File: config.mk
export PLATFORM = sky130hd
export DESIGN_NAME = fpmc_queue
export DESIGN_NICKNAME = d
export VERILOG_FILES = /design/src/hw/rtl/fpmc_pkg.sv /design/src/hw/rtl/fpmc_queue.sv
export SDC_FILE = /design/constraint.sdc
export NUM_CORES = 1
export LEC_CHECK = 0
export BUFFER_PORTS_ARGS = -buffer_cell sky130_fd_sc_hd__buf_2
export CAP_MARGIN = 20
export CORE_ASPECT_RATIO = 1.25
export CORE_MARGIN = 3
export CORE_UTILIZATION = 46
export CTS_CLUSTER_SIZE = 20
export DETAILED_ROUTE_END_ITERATION = 8
export GPL_TIMING_DRIVEN = 0
export PLACE_DENSITY = 0.74
export SKIP_LAST_GASP = 1
export SLEW_MARGIN = 10
export SYNTH_ARGS = -nofsm -noshare
export SYNTH_HDL_FRONTEND = slang
export SYNTH_SLANG_ARGS = --single-unit
File: constraint.sdc
create_clock -name clk -period 1.9 [get_ports clk]
set_input_delay 0.19 -clock clk [delete_from_list [all_inputs] [get_ports clk]]
set_output_delay 0.19 -clock clk [all_outputs]
set_load 0.02 [all_outputs]
File: src/hw/rtl/fpmc_pkg.sv
// shared types and constants for the flash program memory controller
`default_nettype none

package fpmc_pkg;

  localparam logic REQ_READ  = 1'b0;
  localparam logic REQ_WRITE = 1'b1;

  localparam logic [1:0] REG_ADDR = 2'd0;
  localparam logic [1:0] REG_DATA = 2'd1;
  localparam logic [1:0] REG_CTRL = 2'd2;
  localparam logic [1:0] REG_KEY  = 2'd3;

  localparam logic [1:0] ST_OK      = 2'd0;
  localparam logic [1:0] ST_REFUSED = 2'd1;
  localparam logic [1:0] ST_DONE    = 2'd2;

  localparam logic [1:0] UNLOCK_NONE = 2'd0;
  localparam logic [1:0] UNLOCK_HALF = 2'd1;
  localparam logic [1:0] UNLOCK_DONE = 2'd2;

  localparam logic [11:0] KEY_FIRST  = 12'h055;
  localparam logic [11:0] KEY_SECOND = 12'h0AA;

  // bit positions in a control write
  localparam int CTRL_READ_BIT  = 0;
  localparam int CTRL_WRITE_BIT = 1;

  // bit positions in the stored control bits
  localparam int CB_ENABLE     = 0;
  localparam int CB_ERASE      = 1;
  localparam int CB_LATCH_ONLY = 2;

  localparam logic [7:0] ERASED_BYTE = 8'hFF;

  typedef struct packed {
    logic        do_erase;
    logic        do_latch;
    logic        do_program;
    logic        do_read;
    logic        refused;
    logic [11:0] addr;
    logic [7:0]  data;
  } cmd_t;

  typedef struct packed {
    logic       valid;
    logic       load;
    logic [7:0] data;
    logic [1:0] status;
  } done_t;

endpackage

`default_nettype wire

File: src/hw/rtl/fpmc_queue.sv
// two-entry command queue between the register front and the array sequencer
`default_nettype none

module fpmc_queue (
  input  logic           clk,
  input  logic           rst_n,
  input  logic           push,
  input  fpmc_pkg::cmd_t push_cmd,
  input  logic           pop,
  output fpmc_pkg::cmd_t pop_cmd,
  output logic           empty,
  output logic           full
);
  import fpmc_pkg::*;

  cmd_t       entry_r [2];
  logic       wr_ptr_r;
  logic       rd_ptr_r;
  logic [1:0] count_r;
  logic       do_push;
  logic       do_pop;

  assign empty   = (count_r == 2'd0);
  assign full    = (count_r == 2'd2);
  assign do_push = push && !full;
  assign do_pop  = pop && !empty;
  assign pop_cmd = entry_r[rd_ptr_r];

  always_ff @(posedge clk) begin
    if (!rst_n) begin
      wr_ptr_r <= 1'b0;
      rd_ptr_r <= 1'b0;
      count_r  <= 2'd0;
    end else begin
      if (do_push) begin
        wr_ptr_r <= !wr_ptr_r;
      end
      if (do_pop) begin
        rd_ptr_r <= !rd_ptr_r;
      end
      if (do_push && !do_pop) begin
        count_r <= count_r + 2'd1;
      end else if (do_pop && !do_push) begin
        count_r <= count_r - 2'd1;
      end
    end
  end

  always_ff @(posedge clk) begin
    if (do_push) begin
      entry_r[wr_ptr_r] <= push_cmd;
    end
  end

endmodule

`default_nettype wire

# Word level (Yosys, flattened, before mapping)

Memories as Yosys holds them, arrays and structs flattened. A register that Yosys moved wholly into a read port is not among the register bits.
Cells that the tools add are included.

Add/sub/neg operators: 2
Mux-type cells: 6
Reductions and logical operators: 12
Equal/unequal tests: 1

Operators with widths:

| cell                | count |
|---|---|
| $logic_not 1->1     | 6 |
| $logic_and 1x1->1   | 4 |
| $mux 1              | 4 |
| $mux 2              | 2 |
| $add 2x1->2 const B | 1 |
| $eq 2x2->1 const B  | 1 |
| $logic_not 2->1     | 1 |
| $reduce_bool 2->1   | 1 |
| $sub 2x1->2 const B | 1 |

Word-level logic and storage cells: 25
Memory bits (writable): 50
Memories: 1
Input bits: 29
Bits in registers: 4

Memories:

| name    | depth | bits a word | rd ports | clocked after Yosys merged registers in | write ports | RTL line         | source |
|---|---|---|---|---|---|---|---|
| entry_r | 2     | 25          | 1        | 1                                       | 1           | fpmc_queue.sv:16 | `cmd_t entry_r [2];` |

# Depth between registers and ports, before layout

Depth after elaboration: 7
Gate-level depth with buffers: 7

# Worst setup path before layout

No wires, ideal clock.

Path type: flip-flop to flip-flop
Start: register count_r[0]
End: memory entry_r[0][0] in the netlist's numbering, enable pin
Required time: 1.495 ns
Setup slack: -0.161 ns
Cell stages (with the launch flop): 4
Arrival time: 1.656 ns
Cell sequence: dfxtp_1 > nand2b_1 > inv_2 > nor3_2

Cells in the longest elaborated chain, start to end: 5

Ends and longest elaborated chain:

| what                         | RTL line         | source |
|---|---|---|
| from (decl)                  | fpmc_queue.sv:19 | `logic [1:0] count_r;` |
| from (signal assigned)       | fpmc_queue.sv:42 | `count_r <= count_r + 2'd1;` |
| from (signal assigned)       | fpmc_queue.sv:44 | `count_r <= count_r - 2'd1;` |
| $eq 2x2->1                   | fpmc_queue.sv:24 | `assign full = (count_r == 2'd2);` |
| net full                     | fpmc_queue.sv:12 | `output logic full` |
| $logic_not 1->1              | fpmc_queue.sv:25 | `assign do_push = push && !full;` |
| $logic_and 1x1->1            | fpmc_queue.sv:25 |  |
| $mux 1                       | fpmc_queue.sv:50 | `if (do_push) begin` |
| $mux 1 (implied by the code) | fpmc_queue.sv:51 | `entry_r[wr_ptr_r] <= push_cmd;` |
| to (decl)                    | fpmc_queue.sv:16 |  |

The timed path passes the listed nets, and every way through them passes these cells.

# Worst setup path after layout

Start: register count_r[0]
End: memory entry_r[0][4] in the netlist's numbering, enable pin

Cells in the longest elaborated chain, start to end: 5

Ends and longest elaborated chain:

| what                         | RTL line |
|---|---|
| $eq 2x2->1                   | fpmc_queue.sv:24 |
| $logic_not 1->1              | fpmc_queue.sv:25 |
| $logic_and 1x1->1            | fpmc_queue.sv:25 |
| $mux 1                       | fpmc_queue.sv:50 |
| $mux 1 (implied by the code) | fpmc_queue.sv:51 |

Every way passes these cells.

==> flow_summary_export.csv <==
group,metric,value,unit
status,run_status,"finished, final reports clean",
timing,post-route-min-period,1757,ps
drt,vias_per_cell,4.829,
pwr,leakagePower,0.0009527,uW
timing,setup_viol,0,
placement,portBuffers,55,
layout,final_common_cell,"buf_2",
placement,place_area,2404,um^2
timing,grt_setup_unrepaired,"no",
layout,finalNetCount,196,
clock_tree,tritoncts,"yes",
yosys,ys_warn_count,0,
drt,drt_iter0_drc,23,
pwr,p_per_area,1338,nW/um^2
yosys,ys_seq_elements,55,
timing,fin_skew,3.121,ps
grt,grt_max_degree,26,
floorplan,chipHeight,80.40,um
placement,placed_cells,215,
setup_path,critPathKind,"reg2reg",
layout,mostFrequentLayoutCells,"56 x buf_2, 50 x edfxtp_1, 25 x mux2_2, 5 x dfxtp_1, 5 x clkbuf_8",
floorplan,coreArea,4164,um^2
layout,diodes,0,
clock_tree,clockBufferDepth,2,
floorplan,ios,56,
layout,multiInputGateArea,415.4,um^2
pwr,ir_drop,897.7,uV
layout,drive_gt1_frac,0.5602,
clock_tree,htreeDepth,2,
yosys,synth_area_leaders,"edfxtp_1 74%, mux2_2 14%, dfxtp_1 4.9%",
layout,instances_no_fill,222,
drt,via_count,1072,
layout,fin_area,2507,um^2
layout,seqCellArea,1602,um^2
setup_path,cp.required,1900,ps
drt,route.detailed.drc,0,
timing,finalHoldViolations,0,
yosys,syn_inst,103,
placement,hpwl,2345,um
yosys,postSynthAreaPerCell,19.78,um^2
drt,firstDrtPassIters,4,
floorplan,placementRows,26,
run,maxCapViolations,0,
grt,antenna_found_initial,0,
yosys,syn_area,2037,um^2
clock_tree,clk_latency,290,ps
clock_tree,cts-root-buf,"clkbuf_8",
grt,grt.overflow.total,0,
setup_path,path_max_fanout,14,
clock_tree,cts_buffers,5,
setup_path,cp-end-kind,"register",
drt,wl_per_cell,14.54,um
yosys,yosysTopAreaCellShare,0.7371,
setup_path,arrival,1760,ps
setup_path,critPathSlowestCell,"nor3_4",
floorplan,start_util,0.4892,
placement,gp_congestion,0.7022,
yosys,syn_nets,133,
layout,final_util,0.6022,
floorplan,die_area,5268,um^2
yosys,seq_area_frac_synth,0.7862,
yosys,yosys.area.top_type,"edfxtp_1",
setup_path,max_stage_delay,530,ps
clock_tree,clock_sinks,55,
grt,grt_usage,0.1297,
setup_path,path_cells,"nand2b_1, inv_2, nor3_4, buf_8",
floorplan,die_w,65.52,um
layout,areaGrowthSynthToFinish,23.10,%
hold_path,hold_path_class,"in2reg",
timing,drv_slew,0,
timing,period_share,0.9247,
drt,wl,3227,um
timing,tightest_slew,682.9,ps
timing,fmax,569.2,MHz
setup_path,start_kind,"register",
grt,first_global_vias,1133,
yosys,yosysUniqueCellTypes,21,
layout,fillers,353,
grt,grt_pass1_wl,5009,um
drt,ant_nets,0,
clock_tree,clk_pin_slew_worst_paths,80,ps
timing,relSlewSlack,0.5432,
[where the power goes]
group          internal [uW]  leakage [uW]  switching [uW]  total [uW]
logic                    452      0.000393             609        1060
registers               1520      0.000508            58.2        1580
clock network            386     0.0000513             324         710
[cells by family after synthesis]
group                    share of synthesized area
flip-flops                                  0.7862
multiplexers                                0.1382
AND/OR/NAND/NOR                            0.02704
AO/OA/AOI/OAI                              0.01597
buffers and inverters                      0.01351
XOR/XNOR                                   0.01290
adder cells (fa/ha/maj)                   0.006142
[cell usage after synthesis, drive strengths merged]
master,instances
o21ai,2
o21a,1
xnor2,2
ha,1
inv,2
mux2,25
xor2,1
and2,3
and3,1
a21boi,2
buf,3
nand2b,1
nor2,2
nor3,1
edfxtp,50
or3,1
dfxtp,5
[state kept, by name, indices dropped and copies added, names as in the netlist, named ones only]
| register | cells |
|---|---|
| count_r | 2 |
| rd_ptr_r | 1 |
| wr_ptr_r | 1 |
| entry_r | 50 |
[final timing paths]
| path | endpoint | startpoint | depth (start not counted) | slack, ps |
|---|---|---|---|---|
| worst max-delay path | entry_r[0][4] | count_r[0] | 4 | 140 |
| worst min-delay path | entry_r[0][20] | push_cmd[20] | 1 | 80 |
| worst max register to register | entry_r[0][4] | count_r[0] | 4 | 140 |
| worst min register to register | count_r[1] | count_r[1] | 2 | 530 |
[area by class of cell]
type | count | share of cell area
sequential | 55 | 0.6387
multi-input combinational | 43 | 0.1657
timing repair buffer | 56 | 0.1158
clock buffer | 6 | 0.02894
tap | 56 | 0.02794
clock inverter | 1 | 0.01198
buffer | 3 | 0.007984
inverter | 2 | 0.002994
[routing by layer]
| metal | GRT usage | share of wire | up-vias |
|---|---|---|---|
| li1 | - | - | 516 |
| met1 | 0.1323 | 0.35 | 523 |
| met2 | 0.2442 | 0.59 | 28 |
| met3 | 0.04196 | 0.044 | 5 |
| met4 | 0.04357 | 0.013 | 0 |
| met5 | 0 | 0 | - |
[metrics by stage]
step	setup slack (ps)	TNS [ps]	power (uW)	hold WS, ps
floorplan	219.3	0	2356	288.9
global placement	-17.29	-417.9	2634	377.9
detailed placement	-113.2	-2808	2697	382.5
CTS	106.6	0	3401	72.59
global route	7.942	0	3527	58.46
finish	143.0	0	3354	81.68
[repair_timing]
item | CTS | global route
hold buffers | 0 | 0
setup endpoints to repair | 25 | 0
setup buffers | 0 | 0
resized for setup | 1 | 0
[worst max-delay path, delay by kind of cell, from the launching register on]
family,cells,cell delay [ps]
DFF,1,420
and+or+nand+nor,2,720
buffers and inverters,2,320
No activity file was read; power rests on OpenSTA's default activity.
