**config.mk**
```make
export PLATFORM = sky130hd
export DESIGN_NAME = fpmc_front
export DESIGN_NICKNAME = d
export VERILOG_FILES = /design/src/hw/rtl/fpmc_pkg.sv /design/src/hw/rtl/fpmc_front.sv
export SDC_FILE = /design/constraint.sdc
export NUM_CORES = 1
export LEC_CHECK = 0
export ABC_CLOCK_PERIOD_IN_PS = 1500
export BUFFER_PORTS_ARGS = -buffer_cell sky130_fd_sc_hd__buf_2
export CORE_MARGIN = 4
export CORE_UTILIZATION = 49
export DETAILED_ROUTE_END_ITERATION = 8
export HOLD_SLACK_MARGIN = 0.02
export PLACE_DENSITY = 0.88
export SLEW_MARGIN = 20
export SYNTH_ARGS = -nofsm -noshare
export SYNTH_HDL_FRONTEND = slang
export SYNTH_SLANG_ARGS = --single-unit
```
**constraint.sdc**
```tcl
create_clock -name clk -period 1.5 [get_ports clk]
set_input_delay 0.075 -clock clk [delete_from_list [all_inputs] [get_ports clk]]
set_output_delay 0.075 -clock clk [all_outputs]
set_load 0.01 [all_outputs]
```
**src/hw/rtl/fpmc_pkg.sv**
```systemverilog
// shared types and constants for the flash program memory controller
`default_nettype none

package fpmc_pkg;

  localparam logic REQ_READ  = 1'b0;
  localparam logic REQ_WRITE = 1'b1;

  localparam logic [1:0] REG_ADDR = 2'd0;
  localparam logic [1:0] REG_DATA = 2'd1;
  localparam logic [1:0] REG_CTRL = 2'd2;
  localparam logic [1:0] REG_KEY  = 2'd3;

  localparam logic [1:0] ST_OK      = 2'd0;
  localparam logic [1:0] ST_REFUSED = 2'd1;
  localparam logic [1:0] ST_DONE    = 2'd2;

  localparam logic [1:0] UNLOCK_NONE = 2'd0;
  localparam logic [1:0] UNLOCK_HALF = 2'd1;
  localparam logic [1:0] UNLOCK_DONE = 2'd2;

  localparam logic [11:0] KEY_FIRST  = 12'h055;
  localparam logic [11:0] KEY_SECOND = 12'h0AA;

  // bit positions in a control write
  localparam int CTRL_READ_BIT  = 0;
  localparam int CTRL_WRITE_BIT = 1;

  // bit positions in the stored control bits
  localparam int CB_ENABLE     = 0;
  localparam int CB_ERASE      = 1;
  localparam int CB_LATCH_ONLY = 2;

  localparam logic [7:0] ERASED_BYTE = 8'hFF;

  typedef struct packed {
    logic        do_erase;
    logic        do_latch;
    logic        do_program;
    logic        do_read;
    logic        refused;
    logic [11:0] addr;
    logic [7:0]  data;
  } cmd_t;

  typedef struct packed {
    logic       valid;
    logic       load;
    logic [7:0] data;
    logic [1:0] status;
  } done_t;

endpackage

`default_nettype wire

```
**src/hw/rtl/fpmc_front.sv**
```systemverilog
// register front end: decodes accesses, keeps the host registers, issues array commands
`default_nettype none

module fpmc_front (
  input  logic            clk,
  input  logic            rst_n,
  input  logic            start,
  output logic            busy,
  input  logic            in_req_type,
  input  logic [1:0]      in_reg_index,
  input  logic [11:0]     in_write_data,
  output logic            out_valid,
  output logic [11:0]     out_read_data,
  output logic [1:0]      out_status,
  input  logic            back_clearing,
  output logic            q_push,
  output fpmc_pkg::cmd_t  q_cmd,
  input  fpmc_pkg::done_t done
);
  import fpmc_pkg::*;

  logic [11:0] address_r, address_nxt;
  logic [7:0]  data_r, data_nxt;
  logic [2:0]  ctrl_r, ctrl_nxt;
  logic [1:0]  unlock_r, unlock_nxt;
  logic        pending_r, pending_nxt;
  logic        out_valid_r, out_valid_nxt;
  logic [11:0] out_rdata_r, out_rdata_nxt;
  logic [1:0]  out_status_r, out_status_nxt;

  logic       accept;
  logic [2:0] ctrl_new;
  logic       wr_req;
  logic       rd_req;
  logic       wr_ok;

  assign busy          = pending_r || back_clearing;
  assign accept        = start && !busy;
  assign ctrl_new      = in_write_data[4:2];
  assign wr_req        = in_write_data[CTRL_WRITE_BIT];
  assign rd_req        = in_write_data[CTRL_READ_BIT];
  assign wr_ok         = ctrl_new[CB_ENABLE] && (unlock_r == UNLOCK_DONE);
  assign out_valid     = out_valid_r;
  assign out_read_data = out_rdata_r;
  assign out_status    = out_status_r;

  always_comb begin
    address_nxt    = address_r;
    data_nxt       = data_r;
    ctrl_nxt       = ctrl_r;
    unlock_nxt     = unlock_r;
    pending_nxt    = pending_r;
    out_valid_nxt  = 1'b0;
    out_rdata_nxt  = '0;
    out_status_nxt = ST_OK;
    q_push         = 1'b0;
    q_cmd          = '0;

    if (done.valid) begin
      pending_nxt    = 1'b0;
      out_valid_nxt  = 1'b1;
      out_status_nxt = done.status;
      if (done.load) begin
        data_nxt = done.data;
      end
    end

    if (accept) begin
      if (in_req_type == REQ_READ) begin
        out_valid_nxt = 1'b1;
        unique case (in_reg_index)
          REG_ADDR: out_rdata_nxt = address_r;
          REG_DATA: out_rdata_nxt = {4'b0, data_r};
          REG_CTRL: out_rdata_nxt = {7'b0, ctrl_r, 2'b00};
          default:  out_rdata_nxt = '0;
        endcase
      end else begin
        unlock_nxt = UNLOCK_NONE;
        unique case (in_reg_index)
          REG_ADDR: begin
            address_nxt   = in_write_data;
            out_valid_nxt = 1'b1;
          end
          REG_DATA: begin
            data_nxt      = in_write_data[7:0];
            out_valid_nxt = 1'b1;
          end
          REG_CTRL: begin
            ctrl_nxt         = ctrl_new;
            q_cmd.do_erase   = wr_req && wr_ok && ctrl_new[CB_ERASE];
            q_cmd.do_latch   = wr_req && wr_ok && !ctrl_new[CB_ERASE];
            q_cmd.do_program = wr_req && wr_ok && !ctrl_new[CB_ERASE]
                               && !ctrl_new[CB_LATCH_ONLY];
            q_cmd.do_read    = rd_req;
            q_cmd.refused    = wr_req && !wr_ok;
            q_cmd.addr       = address_r;
            q_cmd.data       = data_r;
            if ((wr_req && wr_ok) || rd_req) begin
              q_push      = 1'b1;
              pending_nxt = 1'b1;
            end else begin
              out_valid_nxt  = 1'b1;
              out_status_nxt = wr_req ? ST_REFUSED : ST_OK;
            end
          end
          default: begin
            out_valid_nxt = 1'b1;
            if (in_write_data == KEY_FIRST) begin
              unlock_nxt = UNLOCK_HALF;
            end else if (in_write_data == KEY_SECOND && unlock_r == UNLOCK_HALF) begin
              unlock_nxt = UNLOCK_DONE;
            end
          end
        endcase
      end
    end
  end

  always_ff @(posedge clk) begin
    if (!rst_n) begin
      address_r   <= '0;
      data_r      <= '0;
      ctrl_r      <= '0;
      unlock_r    <= UNLOCK_NONE;
      pending_r   <= 1'b0;
      out_valid_r <= 1'b0;
    end else begin
      address_r   <= address_nxt;
      data_r      <= data_nxt;
      ctrl_r      <= ctrl_nxt;
      unlock_r    <= unlock_nxt;
      pending_r   <= pending_nxt;
      out_valid_r <= out_valid_nxt;
    end
  end

  always_ff @(posedge clk) begin
    out_rdata_r  <= out_rdata_nxt;
    out_status_r <= out_status_nxt;
  end

`ifndef SYNTHESIS
  a_done_needs_pending: assert property (@(posedge clk) disable iff (!rst_n)
    done.valid |-> pending_r)
    else $error("completion without an outstanding command");

  a_done_gives_result: assert property (@(posedge clk) disable iff (!rst_n)
    done.valid |=> (out_valid && out_status != ST_OK))
    else $error("completion not reported");

  a_write_result_zero: assert property (@(posedge clk) disable iff (!rst_n)
    (out_valid && out_status != ST_OK) |-> (out_read_data == '0))
    else $error("nonzero read data on a control result");

  a_unlock_code: assert property (@(posedge clk) disable iff (!rst_n)
    unlock_r != 2'd3)
    else $error("unlock progress out of range");
`endif

endmodule

`default_nettype wire

```
Word-level counts from Yosys, hierarchy flattened
Cells that the tools add are included.
{ "word_totals": {"out_inout_bits": 42, "in_bits": 31, "regBits": 41, "word_cells": 67} }
{ "op_classes": {"n_eq_ne": 6, "bitwise": 1, "reduce_logical": 20, "n_mux": 32} }
{ "ops": {"columns": ["operator", "count"], "rows": [
  ["25-bit two-way mux", 3],
  ["8-bit two-way mux", 5],
  ["12-bit case mux with 3 select lines", 1],
  ["2-bit two-way mux", 8],
  ["1-bit two-way mux", 15],
  ["12-bit by 7-bit == test with 1-bit output (second input constant)", 1],
  ["12-bit by 8-bit == test with 1-bit output (second input constant)", 1],
  ["1-bit logical AND", 8],
  ["3-bit AND reduction", 2],
  ["2-bit by 1-bit == test with 1-bit output (second input constant)", 2],
  ["2-bit == test (second input constant)", 2],
  ["1-bit zero test", 4],
  ["3-bit OR reduction", 1],
  ["2-bit zero test", 1],
  ["1-bit logical OR", 2],
  ["2-bit AND reduction", 1],
  ["2-bit OR reduction", 1],
  ["1-bit inverter", 1]
]} }

Depth between registers and ports, before layout
{ "depth": {"word_depth": 8, "mapped_depth": 5, "ltp_nobuf": 3} }

Least setup slack after synthesis
No wires, ideal clock.
{ "synth_path": {"kind": "register to register", "from": "register pending_r", "to": "register out_status_r[0], in the netlist out_status[0]", "path_slack_ns": 0.205, "period_less_slack_ns": 1.295, "n_path_buf": 1, "setup_time_ns": 0.070, "arrival_time_ns": 1.225, "stages_incl_launch_ff": 5, "cell_sequence": "dfxtp_1 > nand4bb_1 > buf_4 > or4_1 > a21oi_1"} }
{ "synth_via": {"elab_chain_cells": 4} }
{ "synth_lines": {"columns": ["element", "line_no", "rtl"], "rows": [
  ["start: declaration", "fpmc_front.sv:26", "logic pending_r, pending_nxt;"],
  ["start signal: assignment", "fpmc_front.sv:132", "pending_r <= pending_nxt;"],
  ["1-bit logical OR", "fpmc_front.sv:37", "assign busy = pending_r || back_clearing;"],
  ["1-bit zero test", "fpmc_front.sv:38", "assign accept = start && !busy;"],
  ["1-bit logical AND", "fpmc_front.sv:38", null],
  ["2-bit two-way mux", "fpmc_front.sv:68", "if (accept) begin"],
  ["named net out_status_nxt[0]", "fpmc_front.sv:29", "logic [1:0] out_status_r, out_status_nxt;"],
  ["end signal: assignment", "fpmc_front.sv:139", "out_status_r <= out_status_nxt;"],
  ["end: declaration", "fpmc_front.sv:29", null]
]} }
The timed path passes the listed nets, and every way through them passes these cells.
A chain may end at the register's enable or synchronous reset.

==> out/results.ini <==
[min_path]
holdPathStages = 3
hold_path.startpoint = in_write_data[11]
whs_endpoint = address_r[11]
hold_path_class = in -> reg

[final_layout]
fin_util_pct = 73.02
syn_to_final_growth_pct = 39.52
drive_gt1_share_pct = 39.29
final_nets = 338
antenna_cells = 0
fin_cells = 356

[worst_setup_path]
cp-start-kind = flop
worstPathRequired_ns = 1.42
r2r-start = pending_r
critPathSlowestCell = and4bb_4
crit_arrival_ns = 1.50
critPathKind = reg -> out
r2r_end = out_status[0]
reg2reg_depth = 4
path_cells = and4bb_4, buf_6, nand2_4, nor3b_2, buf_2
cp-end-kind = primary output
regToRegSetupSlack_ns = 0.02
slowest_delay_ns = 0.34
critPathMaxFanout = 5

[synthesis]
synth_cells = 222
synth-compound-area-share_pct = 8.685
synthAdderAreaFrac_pct = 0
ys_seq_elements = 41
synth_top_area_cell = dfxtp_1
synth.most_common_cell = dfxtp_1
ys_seq_area_share_pct = 41.28
synthSimpleGateAreaFrac_pct = 30.21
yosysWarnings = 0
synth_area_per_cell_um2 = 8.956
async_reset_ff_share_pct = 0
synth_common_cells = dfxtp_1, mux2i_1, nand2_1
synth_top_family_by_area = simple AND/OR/NAND/NOR gates
synth_flop_cell = dfxtp_1
syn_nets = 253
synthMuxAreaShare_pct = 15.61
synthTopCellsByArea = dfxtp_1, mux2i_1, and3_1
synthesis.area_um2 = 1988
synth_cell_types = 34
synth_top_area_share_pct = 41.28
synth-xor-area-share_pct = 0
synth_edf_count = 0

[run]
max_cap_viol_count = 0

[global_routing]
antenna_found_initial = 0
grt_overflow_total = 0
grt_usage_pct = 20.56
grt_first_pass_wirelength_um = 8321
grt_start_max_net_pins = 41
grt_pass1_vias = 1804

[drt]
dr.pass1.iters = 4
routed_wirelength_um = 5847
vias = 2027
detail-route-antenna-nets = 0
drc = 0
initialDrtViolationCount = 187
post_drt_wl_per_cell_um = 16.42
vias_per_cell = 5.694

[power]
irDropWorstVdd_v = 0.0004512
powerDensity_nw_per_um2 = 756.0
p_leak_nw = 1.341

[clock_tree]
cts_max_level = 2
tritoncts = yes
clock_latency_ns = 0.30
cts_inserted_buffers = 5
cts.reportedPaths.clkPinSlew_ns = 0.07
clock-sinks = 41
root_buffer = clkbuf_8
clockBufferDepth = 2

[placed_design]
place_inst = 338
port-buffer-count = 72
dpl.hpwl_um = 3928
gp_congestion = 0.8190

[timing]
fin_crit_ns = 1.580
tightest_slew_ns = 0.5300
slew_viol_final = 0
fmax_mhz = 633.0
fin_ws_ns = -0.07989
hold_viol = 0
setup_viol = 25
relSlewSlack_pct = 64.60
rsz0062_at_grt = yes
fin_crit_sh_pct = 105.3
clock_skew_ns = 0.003314

[die]
dieHeight_um = 71.70
num_rows = 22
start_util_pct = 52.34
ioPinCount = 73
core-area_um2 = 3799
die_area_um2 = 5141
die_w_um = 71.70

[status]
violations = setup timing
status = complete, but fails checks

## cell type report
class | instances | area (um2)
Tap cell | 48 | 60.06
Multi-Input combinational cell | 162 | 1182
Sequential cell | 41 | 822.0
Timing Repair Buffer | 95 | 621.8
Inverter | 2 | 7.507
Fill cell | 268 | 1025
Clock buffer | 8 | 80.08
## what timing repair did
item	4_1_cts	5_1_grt
pin swaps	3	3
hold buffers	2	0
buffers inserted	3	5
gates resized for setup	2	35
hold endpoints to repair	2	0
setup endpoints to repair	20	41
## logic make-up (layout without fill, tap and decap cells)
kind of cell	Yosys count	in the layout
AOI/OAI and AO/OA	26	26
and+or+nand+nor	105	105
buffers and inverters	19	105
muxes	31	31
DFF	41	41
## worst max-delay path by stage
stage / from / slack (ns) / cells past startpoint / endpoint
6_report: pending_r / -0.08 / 5 / q_cmd[20]
2_1_floorplan: pending_r / 0.21 / 4 / out_status[0]
4_1_cts: pending_r / -0.04 / 4 / q_cmd[22]
3_3_place_gp: in_reg_index[1] / 0.15 / 5 / out_valid
3_5_place_dp: pending_r / 0.08 / 4 / out_read_data[11]
5_1_grt: pending_r / -0.15 / 4 / q_cmd[22]
## critical path, delay by kind of cell, from the launching register on
kind	cells	cell delay, ns
simple gates	3	0.60
buf+inv	2	0.27
flops	1	0.33
## per-stage QoR
stage | hold WS (ns) | setup slack [ns] | total power [mW] | setup TNS (ns) | area, um2
final | 0.03032 | -0.07989 | 2.097 | -1.350 | 2774
after global routing | 0.04114 | -0.1484 | 2.174 | -3.193 | 2774
after CTS | 0.02574 | -0.03593 | 2.070 | -0.06399 | 2557
after detailed placement | 0.3137 | 0.07708 | 1.383 | 0 | 2430
after global placement | 0.3108 | 0.1502 | 1.376 | 0 | 2430
after floorplan | 0.1975 | 0.2050 | 1.275 | 0 | 1988
## power breakdown
group          total [mW]  leakage [nW]  switching, mW  internal, mW
clock network       0.698        0.0395          0.367         0.331
registers            1.13         0.333         0.0146          1.11
logic               0.274         0.969          0.152         0.121
total                2.10          1.34          0.534          1.56
## state kept, by name, summed over array words and instances, names as in the netlist
signal         flops
out_status         2
data_r             8
out_valid          1
address_r         12
pending_r          1
ctrl_r             3
unlock_r           2
out_read_data     12
## layout by cell type (no fill, tap or decap), types with 5 or more instances in the layout
cell	n
a21boi_0	8
and2_1	7
and3_1	18
and3_4	11
buf_2	61
buf_4	17
buf_6	15
clkbuf_8	5
dfxtp_1	40
mux2i_1	30
nand2_1	29
nor2_1	9
o21ai_0	9
## layer usage
metal,vias up,GRT usage [%],part of all wire (%)
li1,959,-,-
met1,936,25.51,39
met2,109,33.78,48
met3,23,5.189,9.8
met4,0,8.559,3.5
met5,-,0,0
Power figures use the tool's default switching activity.
